[config.mk]
export PLATFORM = sky130hd
export DESIGN_NAME = ippm_cfg
export DESIGN_NICKNAME = d
export VERILOG_FILES = /design/src/rtl/ippm_pkg.sv /design/src/rtl/ippm_cfg.sv
export SDC_FILE = /design/constraint.sdc
export NUM_CORES = 1
export LEC_CHECK = 0
export BUFFER_PORTS_ARGS = -buffer_cell sky130_fd_sc_hd__buf_4
export CORE_AREA = 2 2 176 178
export DETAILED_ROUTE_END_ITERATION = 16
export DIE_AREA = 0 0 178 180
export PLACE_DENSITY = 0.74
export SYNTH_ARGS = -nofsm -noshare
export SYNTH_HDL_FRONTEND = slang
export SYNTH_SLANG_ARGS = --single-unit
[constraint.sdc]
create_clock -name i_clk -period 2 [get_ports i_clk]
set_input_delay 0.2 -clock i_clk [delete_from_list [all_inputs] [get_ports i_clk]]
set_output_delay 0.2 -clock i_clk [all_outputs]
set_load 0.1 [all_outputs]
[src/rtl/ippm_pkg.sv]
package ippm_pkg;

    localparam int COEF_W       = 32;
    localparam int QUOT_W       = 32;
    localparam int CFG_IDX_W    = 3;
    localparam int CFG_DATA_W   = 64;
    localparam int FRONT_STAGES = 6;

    typedef enum logic [CFG_IDX_W-1:0] {
        REG_ROW0_UV            = 3'd0,
        REG_ROW1_UV            = 3'd1,
        REG_ROW2_UV            = 3'd2,
        REG_ROW_OFFSETS_01     = 3'd3,
        REG_ROW_OFFSET2_HEIGHT = 3'd4,
        REG_TRANSLATE_XY       = 3'd5
    } t_reg_idx;

    typedef logic signed [COEF_W-1:0] t_coef;

    typedef struct packed {
        t_coef r00;
        t_coef r01;
        t_coef r10;
        t_coef r11;
        t_coef r20;
        t_coef r21;
        t_coef r02;
        t_coef r12;
        t_coef r22;
        t_coef t2;
        t_coef t0;
        t_coef t1;
    } t_cfg;

    typedef struct packed {
        logic valid;
        logic degen;
        logic neg_x;
        logic neg_y;
        logic ovf_x;
        logic ovf_y;
    } t_tag;

endpackage

[src/rtl/ippm_cfg.sv]
module ippm_cfg (
    input  logic                                i_clk,
    input  logic                                i_rst_n,
    input  logic                                i_cfg_valid,
    output logic                                o_cfg_ready,
    input  logic [ippm_pkg::CFG_IDX_W-1:0]      i_cfg_index,
    input  logic [ippm_pkg::CFG_DATA_W-1:0]     i_cfg_data,
    output ippm_pkg::t_cfg                      o_cfg
);
    import ippm_pkg::*;

    logic [CFG_DATA_W-1:0] r_row0;
    logic [CFG_DATA_W-1:0] r_row1;
    logic [CFG_DATA_W-1:0] r_row2;
    logic [CFG_DATA_W-1:0] r_offs01;
    logic [CFG_DATA_W-1:0] r_offs2;
    logic [CFG_DATA_W-1:0] r_trans;

    assign o_cfg_ready = 1'b1;

    always_ff @(posedge i_clk) begin
        if (!i_rst_n) begin
            r_row0   <= '0;
            r_row1   <= '0;
            r_row2   <= '0;
            r_offs01 <= '0;
            r_offs2  <= '0;
            r_trans  <= '0;
        end else if (i_cfg_valid) begin
            case (t_reg_idx'(i_cfg_index))
                REG_ROW0_UV: begin
                    r_row0 <= i_cfg_data;
                end
                REG_ROW1_UV: begin
                    r_row1 <= i_cfg_data;
                end
                REG_ROW2_UV: begin
                    r_row2 <= i_cfg_data;
                end
                REG_ROW_OFFSETS_01: begin
                    r_offs01 <= i_cfg_data;
                end
                REG_ROW_OFFSET2_HEIGHT: begin
                    r_offs2 <= i_cfg_data;
                end
                REG_TRANSLATE_XY: begin
                    r_trans <= i_cfg_data;
                end
                default: begin
                    // unused index, write dropped
                end
            endcase
        end
    end

    assign o_cfg.r00 = r_row0[CFG_DATA_W-1 -: COEF_W];
    assign o_cfg.r01 = r_row0[COEF_W-1:0];
    assign o_cfg.r10 = r_row1[CFG_DATA_W-1 -: COEF_W];
    assign o_cfg.r11 = r_row1[COEF_W-1:0];
    assign o_cfg.r20 = r_row2[CFG_DATA_W-1 -: COEF_W];
    assign o_cfg.r21 = r_row2[COEF_W-1:0];
    assign o_cfg.r02 = r_offs01[CFG_DATA_W-1 -: COEF_W];
    assign o_cfg.r12 = r_offs01[COEF_W-1:0];
    assign o_cfg.r22 = r_offs2[CFG_DATA_W-1 -: COEF_W];
    assign o_cfg.t2  = r_offs2[COEF_W-1:0];
    assign o_cfg.t0  = r_trans[CFG_DATA_W-1 -: COEF_W];
    assign o_cfg.t1  = r_trans[COEF_W-1:0];

endmodule

==> reports/qor.yml, run 1 <==
clock_tree:
  clkLatencyLatePin_ns: 0.51
  cts_tree: "yes"
  clockBufferDepth: 3
  htreeDepth: 2
  clk_root_buf: "sky130_fd_sc_hd__clkbuf_16"
  cts_resized: 0
  post_cts_hold_buffer_count: 0
  numClockSinks: 384
  cts_made_buffers: 40
  clkTransAtPathRegs_ns: 0.06
  cts_setup_buffers: 0
die:
  die-area_sq_mm: 0.0320
  die_y_microns: 180
  io-pin-count: 455
  floorplan.die.width_microns: 178
  core.rowCount: 64
  start_util_pct: 46.5
  core_sq_mm: 0.0302
sta:
  rsz_0062_raised_after_global_routing: "false"
  timing.fmax_ghz: 0.722
  slew_headroom_pct: 62.3
  post-route-min-period_ns: 1.39
  timing.clock.skew_ns: 0
  finalHoldViolations: 0
  timing.setup.tns_ns: 0
  setup_violations_final: 0
  final.setup.worst_slack_ns: 0.615
  drv_slew: 0
  final_min_period_over_clock_period_pct: 69.3
  max_slew.worst_pin.slew_ns: 0.566
yosys:
  synth.cell_area_sq_mm: 0.0140
  ys_ff_latch: 384
  syn_area_per_cell_sq_um: 10.7
  postSynthNetCount: 1386
  distinct_cell_type_count_of_the_synthesized_netlist: 12
  yosys_warnings: 0
  seq_area_frac_synth_pct: 54.8
  cell_count_after_synthesis: 1316
grt:
  antenna_found_initial: 0
  first_global_vias: 10700
  gr-usage-all-layers_pct: 24.3
  grt_remaining_overflow: 0
  grt_max_degree: 77
  gr-usage-met1_pct: 29.0
  global_route.usage.met2_pct: 41.4
  grt-busiest-layer: "met2"
  gr-usage-met3_pct: 5.31
  first_pass_grt_wire_length_mm: 61.2
power:
  power.leakage_nw: 10.0
  design_power_total_mw: 17.7
  ir_worst_vdd_v: 0.000535
  power_density_mw_per_mm2: 937
min_path:
  min_path_type: "input pin to flop"
critical_path:
  timing.critical_path.cells: "buf_4"
  critical_path_buf_inv_count: 1
  cp.arrival_ns: 1.19
  startpoint_type: "flop"
  timing.critical_path.max_delay_family: "flip-flops"
  cp_slowest_stage_delay_ns: 0.38
  critical_path_peak_fanout: 2
  path_class: "flop to output pin"
  worst_setup_path_end_kind: "output pin"
  cp_slowest_cell: "sky130_fd_sc_hd__dfxtp_1"
  required_ns: 1.80
placement:
  gpl.final_weighted_congestion: 0.817
  dp_worst_setup_slack_ns: 0.417
  port-buffer-count: 453
  post-dp-hpwl_mm: 27.3
drt:
  dr.first_iter.drc_count: 501
  wl_per_instance_microns: 18.5
  wl_mm: 40.1
  drc_errors: 0
  number_of_optimization_iterations_in_the_first_detailed_route_pass: 4
  route.vias.total: 11000
  final_antenna_net_count: 0
  detail_route.vias_per_cell: 5.04
finish:
  antenna_cells_inserted: 0
  num-fill-cells: 2452
  layout_cell_share_with_drive_strength_beyond_1_pct: 30.7
  growth_of_design_area_from_synthesis_to_finish_pct: 35.0
  nNetsFinal: 1820
outcome:
  run_status: "finished clean"
flow_run:
  maxCapViolations: 0
## routing by layer
| layer | vias to the layer above | wire (microns) |
|---|---|---|
| li1 | 5190 | - |
| met1 | 5294 | 16200 |
| met2 | 365 | 19600 |
| met3 | 107 | 2470 |
| met4 | 0 | 1840 |
| met5 | - | 0 |
## worst paths after layout
| check | from | endpoint | slack [ns] | cells past startpoint |
|---|---|---|---|---|
| max reg2reg | r_row1[19] | r_row1[19] | 1.33 | 2 |
| min | i_cfg_data[41] | r_offs2[41] | 0.07 | 3 |
| max | r_offs2[49] | o_cfg[113] | 0.61 | 1 |
| min reg2reg | r_row0[48] | r_row0[48] | 0.45 | 2 |
## cell usage after synthesis (all sizes together)
cell     number  area (sq um)
nor4b         1          23.8
dfxtp       384          7690
mux2i       384          3840
nand4b        2          17.5
nand4bb       3          33.8
conb          1          3.75
clkbuf       32           120
nand2       448          1680
buf          61           616
## cells in the final DEF (no fill, tap or decap)
cell type	netlist	layout
sky130_fd_sc_hd__clkbuf_8	0	4
sky130_fd_sc_hd__clkbuf_16	0	41
sky130_fd_sc_hd__clkinvlp_4	0	2
sky130_fd_sc_hd__clkinv_2	0	4
sky130_fd_sc_hd__nand4bb_4	0	3
sky130_fd_sc_hd__buf_12	7	11
sky130_fd_sc_hd__buf_4	7	473
sky130_fd_sc_hd__clkbuf_1	32	12
sky130_fd_sc_hd__bufinv_16	0	5
sky130_fd_sc_hd__nand4b_1	2	2
sky130_fd_sc_hd__dfxtp_1	384	384
sky130_fd_sc_hd__nor4b_4	1	1
sky130_fd_sc_hd__mux2i_1	384	384
sky130_fd_sc_hd__buf_8	0	1
sky130_fd_sc_hd__nand2_1	448	448
sky130_fd_sc_hd__conb_1	1	1
## power breakdown
part / switching (mW) / total (mW) / internal [mW] / leakage (nW)
registers: 0.0927 / 7.91 / 7.82 / 3.11
logic: 1.82 / 2.35 / 0.530 / 6.27
clock network: 2.92 / 7.47 / 4.55 / 0.635
## logic make-up after synthesis
family / Yosys count / share of synthesized area (%)
flip-flops: 384 / 54.8
other: 1 / 0.0267
buffers and inverters: 93 / 5.24
multiplexers: 384 / 27.4
AND/OR/NAND/NOR: 454 / 12.5
## final cells by class
| cell class | instances | area, sq um | share of cell area (%) |
|---|---|---|---|
| sequential | 384 | 7690 | 40.6 |
| multi-input combinational | 839 | 5650 | 29.9 |
| timing repair buffer | 485 | 3790 | 20.0 |
| clock buffer | 57 | 1130 | 5.95 |
| tap | 396 | 495 | 2.62 |
| clock inverter | 11 | 185 | 0.978 |
## metrics by stage
stage	hold WS (ns)	area (sq um)	std cells	util, %
after floorplan	0.443	14000	1316	-
after global placement	0.442	17600	2104	58.4
after detailed placement	0.448	17600	2104	58.4
after CTS	0.0461	18900	2172	62.7
after global routing	0.0592	18900	2172	62.7
final	0.0680	18900	2172	62.7
## state kept, by name, indices dropped and copies added (netlist names)
name and cells:
r_row1 64, r_row0 64, r_offs2 64, r_trans 64, r_offs01 64, r_row2 64
No activity file was read; power rests on OpenSTA's default activity.
==> inputs of run 2 (changes only) <==
Clock period 2 ns to 1.35 ns, I/O delays scaled along.
==> run 2 against run 1 <==
Against the previous run:
- sequential cell count did not move
- critical endpoint is now o_cfg[95]
- worst setup slack worse by 0.58 ns
- routed wire length rose by 2.3%
- highest routed layer unchanged
==> reports/qor.yml, run 2 (synthesized netlist as in run 1, its figures left out) <==
power:
  cell_internal_pwr_mw: 19.1
  power_frac_clock_pct: 41.9
  power.share.sequential_pct: 44.6
  power.leakage_nw: 10.2
  logic_pwr_share_pct: 13.5
  power_density_mw_per_mm2: 1360
  ir_worst_vdd_v: 0.000928
  swShare_pct: 27.5
  power_switching_mw: 7.25
  design_power_total_mw: 26.3
critical_path:
  required_ns: 1.22
  reg2reg_start: "r_row0[63]"
  worst-path-stages: 1
  startpoint_type: "flop"
  critical_path_peak_fanout: 2
  critical_path_buf_inv_count: 1
  cp.arrival_ns: 1.18
  timing.critical_path.max_delay_family: "flip-flops"
  crit_start: "r_offs2[31]"
  ff2ff_path_depth: 2
  timing.critical_path.cells: "buf_4"
  cp_slowest_cell: "sky130_fd_sc_hd__dfxtp_1"
  cp_slowest_stage_delay_ns: 0.36
  path_class: "flop to output pin"
  worst_setup_path_end_kind: "output pin"
drt:
  drc_errors: 0
  wl_mm: 41.0
  number_of_optimization_iterations_in_the_first_detailed_route_pass: 5
  final_antenna_net_count: 0
  route.vias.total: 11100
  dr.first_iter.drc_count: 490
  wl_per_instance_microns: 18.7
  detail_route.vias_per_cell: 5.08
sta:
  max_slew.worst_pin.slew_ns: 0.577
  slew_headroom_pct: 61.6
  timing.setup.tns_ns: 0
  drv_slew: 0
  rsz_0062_raised_after_global_routing: "false"
  final.setup.worst_slack_ns: 0.0323
  finalHoldViolations: 0
  post-route-min-period_ns: 1.32
  timing.fmax_ghz: 0.759
  timing.clock.skew_ns: 0
  setup_violations_final: 0
  final_min_period_over_clock_period_pct: 97.6
finish:
  growth_of_design_area_from_synthesis_to_finish_pct: 37.8
  antenna_cells_inserted: 0
  final_common_cell: "sky130_fd_sc_hd__nand2_1"
  layout.cells.most_common_list: "sky130_fd_sc_hd__nand2_1 (447), sky130_fd_sc_hd__buf_4 (445), sky130_fd_sc_hd__mux2i_1 (384), sky130_fd_sc_hd__dfxtp_1 (384), sky130_fd_sc_hd__clkbuf_16 (41)"
  finalInstanceArea_sq_mm: 0.0193
  nNetsFinal: 1841
  num-fill-cells: 2444
  layout_cell_share_with_drive_strength_beyond_1_pct: 31.3
grt:
  first_pass_grt_wire_length_mm: 62.9
  grt_max_degree: 65
  gr-usage-all-layers_pct: 25.0
  first_global_vias: 11200
  antenna_found_initial: 0
  grt_remaining_overflow: 0
min_path:
  cell_depth_of_the_worst_hold_path: 3
  min-delay-start: "i_cfg_data[24]"
  min_path_type: "input pin to flop"
placement:
  gpl.final_weighted_congestion: 0.816
  port-buffer-count: 453
  dp_worst_setup_slack_ns: -0.0629
  detailed_place.area_sq_mm: 0.0178
  post-dp-hpwl_mm: 28.5
outcome:
  run_status: "finished clean"
clock_tree:
  clkTransAtPathRegs_ns: 0.06
  clkLatencyLatePin_ns: 0.51
  numClockSinks: 384
  cts_tree: "yes"
  cts_setup_buffers: 0
  clk_root_buf: "sky130_fd_sc_hd__clkbuf_16"
  cts_made_buffers: 40
  clockBufferDepth: 3
  htreeDepth: 2
die:
  floorplan.die.width_microns: 178
  die-area_sq_mm: 0.0320
  io-pin-count: 455
  core_sq_mm: 0.0302
  core.rowCount: 64
  start_util_pct: 46.5
  die_y_microns: 180
flow_run:
  maxCapViolations: 0
-- run 2: cell type report --
class                   count  area [sq um]  share of cell area, %
clock buffers              61          1190                   6.16
clock inverters             8           121                  0.628
multi-input cells         839          5660                   29.3
flip-flops and latches    384          7690                   39.8
well taps                 396           495                   2.56
repair buffers            506          4180                   21.6
-- run 2: timing repair --
action                                 in CTS  in global routing
hold buffers                                7                  0
endpoints found under the hold margin      25                  0
gates resized for setup                     4                 32
setup endpoints to repair                   4                 32
-- run 2: power groups by stage --
stage | Clock, mW | Combinational (mW) | Sequential (mW)
after floorplan | 0 | 0.816 | 13.8
after detailed placement | 0 | 3.53 | 12.0
after global routing | 11.7 | 3.68 | 11.7
after global placement | 0 | 3.51 | 12.0
after CTS | 11.2 | 3.56 | 11.7
final | 11.0 | 3.56 | 11.7
-- run 2: final timing paths --
| kind | slack, ns | end |
|---|---|---|
| worst max-delay path | 0.03 | o_cfg[95] |
| worst min-delay path | 0.007 | r_offs2[24] |
| worst max register to register | 0.67 | r_row0[63] |
| worst min register to register | 0.46 | r_row2[40] |
-- run 2: metal layers --
| layer | global-route usage, % | vias up | share of wire, % | wire length [microns] |
|---|---|---|---|---|
| li1 | - | 5241 | - | - |
| met1 | 29.4 | 5413 | 40 | 16400 |
| met2 | 43.3 | 383 | 49 | 20300 |
| met5 | 0 | - | 0 | 0 |
| met3 | 5.46 | 102 | 6.2 | 2530 |
| met4 | 10.9 | 0 | 4.4 | 1810 |
-- run 2: worst register-to-register path, delay by kind of cell, from the launching register on --
| family | cells | cell delay (ns) |
|---|---|---|
| flip-flops | 1 | 0.37 |
| multiplexers | 1 | 0.15 |
| AND/OR/NAND/NOR | 1 | 0.08 |
-- run 2: per-stage QoR --
stage               hold slack [ns]  instances  util, %
floorplan                     0.378       1316        -
detailed placement            0.448       2118     59.0
CTS                         0.00374       2194     63.6
global placement              0.442       2118     59.0
finish                      0.00674       2194     64.0
global route                 0.0156       2194     64.0
==> inputs of run 3 (changes only) <==
--- a/config.mk
+++ b/config.mk
@@ -11,4 +11,6 @@
 export DIE_AREA = 0 0 178 180
 export PLACE_DENSITY = 0.74
+export REMOVE_ABC_BUFFERS = 1
+export SLEW_MARGIN = 0
 export SYNTH_ARGS = -nofsm -noshare
 export SYNTH_HDL_FRONTEND = slang
==> constraint.sdc (replaced) <==
create_clock -name i_clk -period 1.35 [get_ports i_clk]
set_input_delay 0.27 -clock i_clk [delete_from_list [all_inputs] [get_ports i_clk]]
set_output_delay 0.27 -clock i_clk [all_outputs]
set_load 0.1 [all_outputs]
==> run 3 against run 2 <==
Against the previous run:
- the run now ends with negative setup slack left
- clock-buffer cell count decreased by 4
- global-route usage increased by 7.0 points
- worst setup slack worse by 0.034 ns
- critical path depth is the same
- non-clock buffer count grew 52
- sequential cell count unchanged
- die area stayed put
- worst hold slack improved by 0.14 ns
- combinational power is 22% higher
- first-iteration DRC count is 39% higher
- via count grew 10%
- register-to-register slack worse by 0.32 ns
- largest cell class is now buffers
==> reports/qor.yml, run 3 (synthesized netlist as in run 1, its figures left out) <==
critical_path:
  worst-path-stages: 1
  worst_setup_path_end_kind: "output pin"
  cp_slowest_stage_delay_ns: 0.38
  timing.critical_path.max_delay_family: "flip-flops"
  cp.arrival_ns: 1.08
  critical_path_peak_fanout: 2
  startpoint_type: "flop"
  required_ns: 1.08
  critical_path_buf_inv_count: 1
  cp_slowest_cell: "sky130_fd_sc_hd__dfxtp_2"
  worstSetupEndpoint: "o_cfg[329]"
  crit_start: "r_row0[9]"
  timing.critical_path.cells: "buf_12"
  reg_to_reg_end: "r_row1[47]"
  reg2reg_start: "r_row1[47]"
  worst-r2r-setup-slack_ns: 0.35
  path_class: "flop to output pin"
  ff2ff_path_depth: 3
clock_tree:
  cts_made_buffers: 39
  numClockSinks: 384
  clkLatencyLatePin_ns: 0.51
  cts_tree: "yes"
  clockBufferDepth: 3
  htreeDepth: 2
  clk_root_buf: "sky130_fd_sc_hd__clkbuf_16"
  clkTransAtPathRegs_ns: 0.07
grt:
  gr-usage-all-layers_pct: 32.0
  first_pass_grt_wire_length_mm: 79.3
  grt_max_degree: 49
  antenna_found_initial: 0
  grt_remaining_overflow: 0
  first_global_vias: 13300
finish:
  layout.cells.most_common_list: "sky130_fd_sc_hd__nand2_1 (448), sky130_fd_sc_hd__buf_12 (414), sky130_fd_sc_hd__mux2i_1 (384)"
  nNetsFinal: 1892
  final_common_cell: "sky130_fd_sc_hd__nand2_1"
  num-fill-cells: 1245
  antenna_cells_inserted: 0
  layout_cell_share_with_drive_strength_beyond_1_pct: 54.5
  growth_of_design_area_from_synthesis_to_finish_pct: 79.5
sta:
  timing.fmax_ghz: 0.740
  post-route-min-period_ns: 1.35
  setup_violations_final: 2
  timing.clock.skew_ns: 0
  rsz_0062_raised_after_global_routing: "true"
  final.setup.worst_slack_ns: -0.00153
  drv_slew: 0
  fin_worst_hold_slack_ns: 0.148
  finalHoldViolations: 0
  final_min_period_over_clock_period_pct: 100
  timing.setup.tns_ns: -0.00217
min_path:
  min_path_type: "input pin to flop"
drt:
  top_layer: "met4"
  detail_route.vias_per_cell: 5.46
  wl_per_instance_microns: 24.7
  final_antenna_net_count: 0
  route.vias.total: 12300
  detailroute.wirelength.met3_mm: 4.30
  wl_mm: 55.5
  dr.first_iter.drc_count: 681
  drc_errors: 0
  met1_length_mm: 18.6
  wl_met2_mm: 28.5
  number_of_optimization_iterations_in_the_first_detailed_route_pass: 5
placement:
  dp_worst_setup_slack_ns: -0.0728
  post-dp-hpwl_mm: 28.6
  gpl.final_weighted_congestion: 0.806
  port-buffer-count: 453
die:
  io-pin-count: 455
  die-area_sq_mm: 0.0320
  core.rowCount: 64
  core_sq_mm: 0.0302
  start_util_pct: 46.5
  floorplan.die.width_microns: 178
  die_y_microns: 180
outcome:
  violations: "negative setup slack"
  run_status: "finished, violations left"
power:
  power.leakage_nw: 11.8
  ir_worst_vdd_v: 0.00110
  power_density_mw_per_mm2: 1090
flow_run:
  maxCapViolations: 0
[run 3: cell count changes in the layout (fill, tap and decap cells not counted), moves of 4 or more]
cell / previous run / this run
sky130_fd_sc_hd__dlygate4sd3_1: 7 / 0
sky130_fd_sc_hd__buf_6: 35 / 0
sky130_fd_sc_hd__clkbuf_1: 11 / 7
sky130_fd_sc_hd__dfxtp_1: 384 / 0
sky130_fd_sc_hd__buf_12: 18 / 414
sky130_fd_sc_hd__dfxtp_4: 0 / 69
sky130_fd_sc_hd__clkinv_2: 3 / 8
sky130_fd_sc_hd__buf_4: 445 / 143
sky130_fd_sc_hd__dfxtp_2: 0 / 315
[run 3: routing by layer]
metal  GRT usage [%]  vias up
li1                -     5356
met1            33.7     6003
met4            20.6        0
met2            56.0      671
met3            8.44      240
met5               0        -
[run 3: area by class of cell]
| class | count | area [sq um] | area share, % |
|---|---|---|---|
| multi-input combinational | 839 | 5650 | 22.5 |
| clock buffer | 57 | 1180 | 4.67 |
| clock inverter | 12 | 138 | 0.547 |
| timing repair buffer | 558 | 9380 | 37.2 |
| sequential | 384 | 8340 | 33.1 |
| tap | 396 | 495 | 1.97 |
[run 3: worst min-delay path, delay by kind of cell]
family,cells,cell delay (ns)
multiplexers,1,0.14
AND/OR/NAND/NOR,1,0.13
buffers and inverters,1,0.08
[run 3: worst min-delay path by stage]
stage                         startpoint    endpoint  cells after the start
after global routing      i_cfg_data[20]  r_row2[20]                      3
after CTS                 i_cfg_data[53]  r_row2[53]                      3
after floorplan                  i_rst_n   r_row0[0]                      2
after detailed placement       r_row0[8]   r_row0[8]                      2
after global placement         r_row0[2]   r_row0[2]                      2
final                     i_cfg_data[20]  r_row2[20]                      3
[run 3: power by group]
group | switching (mW) | internal, mW
clock network | 4.60 | 6.62
registers | 0.298 | 11.5
logic | 2.84 | 1.52
total | 7.74 | 19.7
[run 3: stage by stage]
step	util, %	power (mW)	cells	area, sq um
after floorplan	-	14.4	1223	13300
after global placement	60.0	15.5	2137	18100
after detailed placement	60.0	15.5	2137	18100
after CTS	81.9	27.2	2206	24700
after global routing	83.4	28.0	2246	25200
final	83.4	27.4	2246	25200
[run 3: repair_timing]
action,in CTS,in global routing
pin swaps,0,0
endpoints found under the hold margin,0,0
endpoints found under the setup margin,384,160
setup buffers,0,40
hold buffers,0,0
gates resized for setup,1538,67
